**src/hw/rtl/evm_pv_pkg.sv**
```systemverilog
// ----------------------------------------------------------------------------
// evm_pv_pkg
// shared types, opcode constants and verdict codes of the push scan
// ----------------------------------------------------------------------------
package evm_pv_pkg;

    localparam int unsigned MAX_CODE_LEN = 32768;
    localparam int unsigned LEN_W        = 16;
    localparam int unsigned IDX_W        = 15;
    localparam int unsigned SKIP_W       = 6;
    localparam int unsigned QUEUE_DEPTH  = 2;
    localparam int unsigned QPTR_W       = $clog2(QUEUE_DEPTH);
    localparam int unsigned QCNT_W       = $clog2(QUEUE_DEPTH + 1);

    localparam logic [7:0] OP_PUSH_LO   = 8'h60;
    localparam logic [7:0] OP_PUSH_HI   = 8'h7f;
    localparam logic [7:0] OP_PUSH_BASE = 8'h5f;
    localparam logic [7:0] MARK_A       = 8'ha2;
    localparam logic [7:0] MARK_B       = 8'h64;

    localparam logic [1:0] STATUS_SUCCESS    = 2'd0;
    localparam logic [1:0] STATUS_EMPTY      = 2'd1;
    localparam logic [1:0] STATUS_INCOMPLETE = 2'd2;
    localparam logic [1:0] STATUS_RESERVED   = 2'd3;

    localparam logic [LEN_W-1:0] LEN_CAP = LEN_W'(MAX_CODE_LEN);

    // one classified byte, as passed from front to back
    typedef struct packed {
        logic              first;
        logic              len_zero;
        logic [LEN_W-1:0]  len;
        logic              is_push;
        logic [SKIP_W-1:0] push_n;
        logic              is_mark_a;
        logic              is_mark_b;
    } t_fq_item;

endpackage

```
**src/hw/rtl/evm_pv_front.sv**
```systemverilog
// ----------------------------------------------------------------------------
// evm_pv_front
// input register stage: accepts bytes and classifies opcode and length
// ----------------------------------------------------------------------------
module evm_pv_front (
    input  logic                  i_clk,
    input  logic                  i_rst_n,
    input  logic                  i_valid,
    output logic                  o_ready,
    input  logic [7:0]            i_code_byte,
    input  logic [15:0]           i_code_length,
    input  logic                  i_first_byte,
    output logic                  o_valid,
    input  logic                  i_ready,
    output evm_pv_pkg::t_fq_item  o_item
);

    logic                 r_valid;
    logic                 n_valid;
    evm_pv_pkg::t_fq_item r_item;
    evm_pv_pkg::t_fq_item n_item;
    logic                 take;

    assign o_ready = !r_valid || i_ready;
    assign take    = i_valid && o_ready;

    always_comb begin
        n_item.first     = i_first_byte;
        n_item.len_zero  = (i_code_length == 16'd0);
        // lengths above the cap are scanned as the cap
        n_item.len       = (i_code_length > evm_pv_pkg::LEN_CAP) ?
                           evm_pv_pkg::LEN_CAP : i_code_length;
        n_item.is_push   = (i_code_byte >= evm_pv_pkg::OP_PUSH_LO) &&
                           (i_code_byte <= evm_pv_pkg::OP_PUSH_HI);
        n_item.push_n    = evm_pv_pkg::SKIP_W'(i_code_byte - evm_pv_pkg::OP_PUSH_BASE);
        n_item.is_mark_a = (i_code_byte == evm_pv_pkg::MARK_A);
        n_item.is_mark_b = (i_code_byte == evm_pv_pkg::MARK_B);
    end

    always_comb begin
        n_valid = r_valid;
        if (take) begin
            n_valid = 1'b1;
        end else if (i_ready) begin
            n_valid = 1'b0;
        end
    end

    always_ff @(posedge i_clk) begin
        if (!i_rst_n) begin
            r_valid <= 1'b0;
        end else begin
            r_valid <= n_valid;
        end
    end

    always_ff @(posedge i_clk) begin
        if (take) begin
            r_item <= n_item;
        end
    end

    assign o_valid = r_valid;
    assign o_item  = r_item;

endmodule

```
**src/hw/rtl/evm_pv_queue.sv**
```systemverilog
// ----------------------------------------------------------------------------
// evm_pv_queue
// short queue of classified bytes between front and back
// ----------------------------------------------------------------------------
module evm_pv_queue (
    input  logic                               i_clk,
    input  logic                               i_rst_n,
    input  logic                               i_valid,
    output logic                               o_ready,
    input  evm_pv_pkg::t_fq_item               i_item,
    output logic                               o_valid,
    input  logic                               i_pop,
    output evm_pv_pkg::t_fq_item               o_item,
    output logic [evm_pv_pkg::QCNT_W-1:0]      o_count
);

    evm_pv_pkg::t_fq_item                  r_mem [evm_pv_pkg::QUEUE_DEPTH];
    logic [evm_pv_pkg::QPTR_W-1:0]         r_wr_ptr;
    logic [evm_pv_pkg::QPTR_W-1:0]         r_rd_ptr;
    logic [evm_pv_pkg::QCNT_W-1:0]         r_count;
    logic [evm_pv_pkg::QPTR_W-1:0]         n_wr_ptr;
    logic [evm_pv_pkg::QPTR_W-1:0]         n_rd_ptr;
    logic [evm_pv_pkg::QCNT_W-1:0]         n_count;
    logic                                  push;
    logic                                  pop;

    assign o_ready = (r_count != evm_pv_pkg::QCNT_W'(evm_pv_pkg::QUEUE_DEPTH));
    assign o_valid = (r_count != '0);
    assign push    = i_valid && o_ready;
    assign pop     = i_pop && o_valid;

    always_comb begin
        n_wr_ptr = r_wr_ptr;
        n_rd_ptr = r_rd_ptr;
        n_count  = r_count;
        if (push) begin
            n_wr_ptr = (r_wr_ptr == evm_pv_pkg::QPTR_W'(evm_pv_pkg::QUEUE_DEPTH - 1)) ?
                       '0 : r_wr_ptr + 1'b1;
        end
        if (pop) begin
            n_rd_ptr = (r_rd_ptr == evm_pv_pkg::QPTR_W'(evm_pv_pkg::QUEUE_DEPTH - 1)) ?
                       '0 : r_rd_ptr + 1'b1;
        end
        if (push && !pop) begin
            n_count = r_count + 1'b1;
        end else if (pop && !push) begin
            n_count = r_count - 1'b1;
        end
    end

    always_ff @(posedge i_clk) begin
        if (!i_rst_n) begin
            r_wr_ptr <= '0;
            r_rd_ptr <= '0;
            r_count  <= '0;
        end else begin
            r_wr_ptr <= n_wr_ptr;
            r_rd_ptr <= n_rd_ptr;
            r_count  <= n_count;
        end
    end

    always_ff @(posedge i_clk) begin
        if (push) begin
            r_mem[r_wr_ptr] <= i_item;
        end
    end

    assign o_item  = r_mem[r_rd_ptr];
    assign o_count = r_count;

endmodule

```
**src/hw/rtl/evm_pv_back.sv**
```systemverilog
// ----------------------------------------------------------------------------
// evm_pv_back
// scan state update per byte and registered verdict output
// ----------------------------------------------------------------------------
module evm_pv_back (
    input  logic                               i_clk,
    input  logic                               i_rst_n,
    input  logic                               i_valid,
    output logic                               o_pop,
    input  evm_pv_pkg::t_fq_item               i_item,
    output logic                               o_valid,
    input  logic                               i_ready,
    output logic [1:0]                         o_status,
    output logic                               o_metadata_stop,
    output logic [evm_pv_pkg::IDX_W-1:0]       o_stop_index
);

    localparam int unsigned SUM_W = evm_pv_pkg::LEN_W + 1;

    logic [evm_pv_pkg::IDX_W-1:0]  r_idx;
    logic [evm_pv_pkg::SKIP_W-1:0] r_skip;
    logic                          r_armed;
    logic                          r_done;
    logic [evm_pv_pkg::IDX_W-1:0]  n_idx;
    logic [evm_pv_pkg::SKIP_W-1:0] n_skip;
    logic                          n_armed;
    logic                          n_done;

    logic [evm_pv_pkg::IDX_W-1:0]  idx_c;
    logic [evm_pv_pkg::SKIP_W-1:0] skip_c;
    logic                          armed_c;
    logic                          done_c;

    logic [SUM_W-1:0]              sum_push;
    logic [SUM_W-1:0]              sum_mark;
    logic [SUM_W-1:0]              sum_last;
    logic [SUM_W-1:0]              len_ext;

    logic                          emit;
    logic                          stop;
    logic                          chk;
    logic [1:0]                    res_status;
    logic                          res_meta;
    logic [evm_pv_pkg::IDX_W-1:0]  res_idx;

    logic                          r_out_valid;
    logic [1:0]                    r_status;
    logic                          r_meta;
    logic [evm_pv_pkg::IDX_W-1:0]  r_stop_idx;

    assign o_pop = i_valid && (!r_out_valid || i_ready);

    // a first byte starts from cleared state
    assign idx_c   = i_item.first ? '0   : r_idx;
    assign skip_c  = i_item.first ? '0   : r_skip;
    assign armed_c = i_item.first ? 1'b0 : r_armed;
    assign done_c  = i_item.first ? 1'b0 : r_done;

    assign len_ext  = SUM_W'(i_item.len);
    assign sum_push = SUM_W'(idx_c) + SUM_W'(i_item.push_n);
    assign sum_mark = SUM_W'(idx_c) + SUM_W'(6);
    assign sum_last = SUM_W'(idx_c) + SUM_W'(1);

    always_comb begin
        n_idx      = idx_c;
        n_skip     = skip_c;
        n_armed    = armed_c;
        n_done     = done_c;
        emit       = 1'b0;
        stop       = 1'b0;
        chk        = 1'b0;
        res_status = evm_pv_pkg::STATUS_SUCCESS;
        res_meta   = 1'b0;
        res_idx    = idx_c;
        if (!done_c) begin
            if (i_item.len_zero) begin
                emit       = 1'b1;
                res_status = evm_pv_pkg::STATUS_EMPTY;
                res_idx    = '0;
            end else begin
                n_idx = idx_c + 1'b1;
                if (armed_c) begin
                    n_armed = 1'b0;
                    if (i_item.is_mark_b) begin
                        emit     = 1'b1;
                        stop     = 1'b1;
                        res_meta = 1'b1;
                        res_idx  = idx_c - 1'b1;
                    end
                end
                if (!stop) begin
                    if (skip_c != '0) begin
                        n_skip = skip_c - 1'b1;
                        // last immediate byte is a check position
                        chk    = (skip_c == evm_pv_pkg::SKIP_W'(1));
                    end else if (i_item.is_push) begin
                        if (sum_push >= len_ext) begin
                            emit       = 1'b1;
                            stop       = 1'b1;
                            res_status = evm_pv_pkg::STATUS_INCOMPLETE;
                        end else begin
                            n_skip = i_item.push_n;
                        end
                    end else begin
                        chk = 1'b1;
                    end
                    if (!stop) begin
                        if (chk && i_item.is_mark_a && (sum_mark < len_ext)) begin
                            n_armed = 1'b1;
                        end
                        if (sum_last >= len_ext) begin
                            emit = 1'b1;
                        end
                    end
                end
            end
            if (emit) begin
                n_done = 1'b1;
            end
        end
    end

    always_ff @(posedge i_clk) begin
        if (!i_rst_n) begin
            r_idx       <= '0;
            r_skip      <= '0;
            r_armed     <= 1'b0;
            r_done      <= 1'b0;
            r_out_valid <= 1'b0;
        end else begin
            if (o_pop) begin
                r_idx   <= n_idx;
                r_skip  <= n_skip;
                r_armed <= n_armed;
                r_done  <= n_done;
            end
            if (o_pop && emit) begin
                r_out_valid <= 1'b1;
            end else if (i_ready) begin
                r_out_valid <= 1'b0;
            end
        end
    end

    always_ff @(posedge i_clk) begin
        if (o_pop && emit) begin
            r_status   <= res_status;
            r_meta     <= res_meta;
            r_stop_idx <= res_idx;
        end
    end

    assign o_valid         = r_out_valid;
    assign o_status        = r_status;
    assign o_metadata_stop = r_meta;
    assign o_stop_index    = r_stop_idx;

endmodule

```
**src/hw/rtl/evm_bytecode_push_validator_top.sv**
```systemverilog
// path: a byte passes the input register, the queue and the verdict register before its
// verdict appears; the verdict waits in its register while the output is stalled
// throughput: one byte per cycle unless the output stalls, set by the back end's scan update
// reset: synchronous active-low i_rst_n clears scan state, queue and output valid
// ----------------------------------------------------------------------------
// evm_bytecode_push_validator_top
// push immediate scan of contract bytecode with metadata marker detection
// ----------------------------------------------------------------------------
module evm_bytecode_push_validator_top (
    input  logic        i_clk,
    input  logic        i_rst_n,
    input  logic        i_s_axis_tvalid,
    output logic        o_s_axis_tready,
    input  logic [23:0] i_s_axis_tdata,  // code_byte[7:0], code_length[23:8]
    input  logic        i_s_axis_tuser,  // first_byte
    output logic        o_m_axis_tvalid,
    input  logic        i_m_axis_tready,
    output logic [23:0] o_m_axis_tdata   // status[1:0], metadata_stop[2], stop_index[17:3], zero
);

    logic                                  fr_valid;
    logic                                  q_ready;
    evm_pv_pkg::t_fq_item                  fr_item;
    logic                                  q_valid;
    logic                                  bk_pop;
    evm_pv_pkg::t_fq_item                  q_item;
    logic [evm_pv_pkg::QCNT_W-1:0]         q_count;
    logic [1:0]                            status;
    logic                                  metadata_stop;
    logic [evm_pv_pkg::IDX_W-1:0]          stop_index;

    evm_pv_front u_front (
        .i_clk         (i_clk),
        .i_rst_n       (i_rst_n),
        .i_valid       (i_s_axis_tvalid),
        .o_ready       (o_s_axis_tready),
        .i_code_byte   (i_s_axis_tdata[7:0]),
        .i_code_length (i_s_axis_tdata[23:8]),
        .i_first_byte  (i_s_axis_tuser),
        .o_valid       (fr_valid),
        .i_ready       (q_ready),
        .o_item        (fr_item)
    );

    evm_pv_queue u_queue (
        .i_clk   (i_clk),
        .i_rst_n (i_rst_n),
        .i_valid (fr_valid),
        .o_ready (q_ready),
        .i_item  (fr_item),
        .o_valid (q_valid),
        .i_pop   (bk_pop),
        .o_item  (q_item),
        .o_count (q_count)
    );

    evm_pv_back u_back (
        .i_clk           (i_clk),
        .i_rst_n         (i_rst_n),
        .i_valid         (q_valid),
        .o_pop           (bk_pop),
        .i_item          (q_item),
        .o_valid         (o_m_axis_tvalid),
        .i_ready         (i_m_axis_tready),
        .o_status        (status),
        .o_metadata_stop (metadata_stop),
        .o_stop_index    (stop_index)
    );

    assign o_m_axis_tdata = {6'd0, stop_index, metadata_stop, status};

    a_queue_bound: assert property (@(posedge i_clk) disable iff (!i_rst_n)
        q_count <= evm_pv_pkg::QCNT_W'(evm_pv_pkg::QUEUE_DEPTH))
        else $error("queue count beyond depth");

    a_status_code: assert property (@(posedge i_clk) disable iff (!i_rst_n)
        o_m_axis_tvalid |-> (status != evm_pv_pkg::STATUS_RESERVED))
        else $error("reserved status code on output");

    a_meta_success: assert property (@(posedge i_clk) disable iff (!i_rst_n)
        (o_m_axis_tvalid && metadata_stop) |-> (status == evm_pv_pkg::STATUS_SUCCESS))
        else $error("metadata stop without success");

    a_empty_index: assert property (@(posedge i_clk) disable iff (!i_rst_n)
        (o_m_axis_tvalid && (status == evm_pv_pkg::STATUS_EMPTY)) |->
        (stop_index == '0 && !metadata_stop))
        else $error("empty verdict with nonzero index");

endmodule
```
**config.mk**
```make
export PLATFORM = sky130hd
export DESIGN_NAME = evm_bytecode_push_validator_top
export DESIGN_NICKNAME = d
export VERILOG_FILES = /design/src/hw/rtl/evm_pv_pkg.sv /design/src/hw/rtl/evm_pv_front.sv /design/src/hw/rtl/evm_pv_queue.sv /design/src/hw/rtl/evm_pv_back.sv /design/src/hw/rtl/evm_bytecode_push_validator_top.sv
export SDC_FILE = /design/constraint.sdc
export NUM_CORES = 1
export LEC_CHECK = 0
export BUFFER_PORTS_ARGS = -buffer_cell sky130_fd_sc_hd__buf_4
export CAP_MARGIN = 20
export CORE_MARGIN = 2
export CORE_UTILIZATION = 60
export DETAILED_ROUTE_END_ITERATION = 10
export GPL_TIMING_DRIVEN = 1
export PLACE_DENSITY = 0.79
export RECOVER_POWER = 50
export SYNTH_ARGS = -nofsm -noshare
export SYNTH_HDL_FRONTEND = slang
export SYNTH_SLANG_ARGS = --single-unit
```
**constraint.sdc**
```tcl
create_clock -name i_clk -period 14.5 [get_ports i_clk]
set_input_delay 2.9 -clock i_clk [delete_from_list [all_inputs] [get_ports i_clk]]
set_output_delay 2.9 -clock i_clk [all_outputs]
set_load 0.02 [all_outputs]
```
==> metrics.md <==
| Metric | Value |
|---|---|
| Status | `complete, but fails checks` |
| Violated checks | `capacitance limit, slew limit` |
| Achievable Freq | `158.9 MHz` |
| First-pass GRT wire length | `29500 um` |
| Via/cell ratio | `just over 6` |
| Reg clk slew, reported paths | `around 60 ps` |
| Pwr dens | `about 150 mW/mm2` |
| Synth async-reset ratio | `0%` |
| Grt total ovfl | `0` |
| GR peak layer | `met2` |
| Vias | `between 6000 and 7000` |
| Int Power | `0.8641 mW` |
| Setup Viol. Count Final | `0` |
| Most used DFF post-synth | `edfxtp_1` |
| DRC viols | `0` |
| Crit Path Max Fanout | `38` |
| Row Count | `between 40 and 50` |
| Synth Register Bits | `~130` |
| Root Buffer | `clkbuf_16` |
| Clock Path Buffers | `2` |
| RSZ-0062 raised after global routing | `no` |
| Skew-Pair Late Insertion Delay | `420 ps` |
| IO buf count | `48` |
| Hold Fails Final Rpt | `0` |
| Final #Nets | `890` |
| DRT iter0 DRCs | `701` |
| FILL cells | `roughly 960` |
| Worst min path class | `reg2reg` |
| DRT Pass-1 Iters | `6` |
| CP Capture Type | `flop` |
| WL final | `18470 um` |
| Kind of critical path | `reg2reg` |
| Number of enable flip-flop cells after synthesis | `99` |
| Height of the chip | `~120 um` |
| Maximum VDD drop | `0.1357 mV` |
| Gate power share | `30.2%` |
| CTS tree | `done` |
| Antenna cells | `0` |
| Leakage power | `about 3.5 nW` |
| Worst Clk Skew | `12.14 ps` |
| Final Max Tran Viols | `68` |
| CP top delay family | `simple AND/OR/NAND/NOR gates` |
| GPL Wtd Cong | `0.9401` |
| Slew @ Worst Pin | `roughly 1700 ps` |
| Cell Area, Synth | `0.007817 mm2` |
| Final worst path period share | `43.41%` |
| Max-cap violations | `2` |
| Hold_buf cts | `0` |
| Fin Setup TNS | `0 ps` |
| Num CTS Buffers | `17` |
| Syn Area/Cell | `10.38 um2` |
| Syn Inst Count | `753` |
| Crit start category | `flop` |
| Io pins | `55` |
| Post-synthesis sequential area ratio | `a little under half` |
| H-tree levels | `4` |
| CORE AREA | `0.01267 mm2` |
| Clk sink count | `129` |
| Worst slew margin | `-16.45%` |
| Unique masters post-synth | `69` |
| Sequential Power Share | `37.3%` |
| Largest net degree at the start of global routing | `40` |
| Final min period | `6295 ps` |
| Area delta synth->final | `13.88%` |
| Critical Path AT | `between 6000 and 7000 ps` |
| Clock Power Share | `roughly a third` |
| Finished Core Util | `70.26%` |
| Met1 Track Usage GR | `a little under two fifths` |
| Post-CTS Resized | `0` |
| Met2 Use GR | `43.86%` |
| Number of global-route vias before repair | `between 5000 and 6000` |
| WP buf/inv | `2` |
| Post-route ant nets | `0` |
| Tot GR Track Use | `27.23%` |
| WP data required | `between 10000 and 15000 ps` |
| Critical path, cell by cell | `mux2i_2 -> buf_4 -> nand2_1 -> inv_1 -> ha_1 -> a21o_1 -> a21oi_1 -> a221oi_1 -> nand3_1 -> a21oi_1 -> nand3_1 -> mux2i_1 -> ha_1 -> a21oi_1 -> a21boi_0 -> o21bai_1 -> nand4_1 -> nor3_2 -> nand3_1 -> a32o_1` |
| Die ar. | `0.01396 mm2` |
| Grt met3 use | `5.164%` |
| Ys Warns | `0` |
| Initial antenna violation count | `0` |
| Switch share | `between 30% and 40%` |
| Critical Path Slowest Stage Cell | `dfxtp_1` |
| Sw Pwr | `0.4604 mW` |
| Share of cells above drive strength 1 | `13.51%` |
| Starting Density | `61.70%` |
| Number of setup buffers added after CTS | `0` |
| DP Wirelength | `13580 um` |
| CP max stage delay | `1480 ps` |
| Wire per inst | `18.87 um` |
| Die width | `118.1 um` |
[synth_stat cells (5+ instances only)]
cell type / count / area [um2]
nand3_1: 24 / 120.1
nand4_1: 11 / 68.82
nor2b_1: 24 / 150.1
ha_1: 66 / 825.8
inv_1: 17 / 63.81
nor3_1: 17 / 85.08
buf_2: 9 / 45.04
xor2_1: 15 / 131.4
a22o_1: 10 / 87.58
and3_1: 8 / 50.05
mux2i_1: 23 / 230.2
o21a_1: 6 / 45.04
nand2b_1: 6 / 37.54
o22ai_1: 12 / 75.07
clkbuf_1: 21 / 78.83
a32o_1: 5 / 50.05
and2_1: 10 / 62.56
a21o_1: 8 / 60.06
xnor2_1: 26 / 227.7
nand2_1: 55 / 206.5
dfxtp_1: 30 / 600.6
a21oi_1: 40 / 200.2
buf_4: 7 / 52.55
mux2_2: 8 / 90.09
a31oi_1: 7 / 43.79
nor4_1: 5 / 31.28
a21boi_0: 12 / 90.09
o21ai_0: 30 / 150.1
nor2_1: 68 / 255.2
or3_1: 9 / 56.30
edfxtp_1: 99 / 2973
[worst register-to-register path, delay by kind of cell, from the launching register on]
kind | cells | cell delay, ps
fa+ha+maj | 2 | 510
mux | 2 | 470
buf+inv | 2 | 600
flops | 1 | 1480
simple gates | 6 | 1660
compound gates | 8 | 1470
[metal layers]
layer	wire length [um]	up-vias
met5	0	-
met4	280	0
met3	1291	23
met2	8802	273
met1	8094	2827
li1	-	2883
[cells by family (layout without fill, tap and decap cells)]
group	count (synthesis)	count (layout)	share of synthesized area, %
AO/OA/AOI/OAI	170	170	14.93
XOR/XNOR	41	41	4.594
adder cells (fa/ha/maj)	67	67	10.82
buffers and inverters	58	107	3.361
flip-flops	129	129	45.71
multiplexers	32	32	4.273
other	1	6	0.04797
AND/OR/NAND/NOR	255	255	16.26
[final cells by class]
cell class                      count  area, um2  share of cell area [%]
Inverter                           17      63.81                  0.7168
Clock inverter                     15      175.2                   1.968
Timing Repair Buffer               58      436.7                   4.905
Clock buffer                       17      425.4                   4.779
Sequential cell                   129       3573                   40.14
Multi-Input combinational cell    571       4013                   45.07
Tap cell                          172      215.2                   2.417
[through the flow]
stage	instances	setup slack (ps)	cell area (um2)	power (mW)	hold slack [ps]
6_report	979	8205	8902	1.324	443.4
5_1_grt	979	7660	8902	1.388	448.5
4_1_cts	977	8458	8907	1.321	441.9
3_5_place_dp	945	8459	8307	0.8891	430.4
3_3_place_gp	944	8640	8279	0.8782	423.6
2_1_floorplan	758	9104	7836	0.7703	421.5
[final timing paths]
check / from / end / slack, ps / cells past startpoint
worst max-delay path: flop / u_back.r_skip[3] / 8200 / 20
worst min-delay path: u_front.o_item[3] / u_queue.r_mem[0][3] / 440 / 0
worst max register to register: flop / u_back.r_skip[3] / 8200 / 20
worst min register to register: u_front.o_item[3] / u_queue.r_mem[0][3] / 440 / 0
[flip-flops by register name (all words and copies together) (netlist names), named ones only]
signal and flops:
u_queue.r_rd_ptr 1, u_back.r_done 1, u_back.r_skip 6, u_front.o_valid 1
u_queue.r_mem 54, u_front.o_item 27, u_queue.o_count 2, u_back.o_metadata_stop 1
u_back.o_status 2, u_back.r_armed 1, u_back.o_valid 1, u_back.r_idx 15
u_back.o_stop_index 15, u_queue.r_wr_ptr 1
[cell usage in the layout, fill, tap and decap left out, drive strengths merged, types with 12 or more instances in the layout]
| master | netlist | final |
|---|---|---|
| mux2i | 24 | 24 |
| dfxtp | 30 | 30 |
| edfxtp | 99 | 99 |
| nand3 | 25 | 25 |
| o21ai | 32 | 32 |
| xor2 | 15 | 15 |
| o22ai | 12 | 12 |
| inv | 17 | 23 |
| nor2 | 68 | 68 |
| a21boi | 13 | 13 |
| buf | 20 | 51 |
| nor2b | 24 | 24 |
| xnor2 | 26 | 26 |
| ha | 66 | 66 |
| nand2 | 56 | 56 |
| nor3 | 18 | 18 |
| clkbuf | 21 | 24 |
| a21oi | 40 | 40 |
[power groups by stage]
stage	logic, mW	clock network (mW)	registers, mW
after CTS	0.391	0.436	0.494
final	0.400	0.431	0.494
after global routing	0.437	0.452	0.500
after floorplan	0.273	0	0.497
after global placement	0.380	0	0.498
after detailed placement	0.388	0	0.501
No activity file was read; power rests on OpenSTA's default activity.
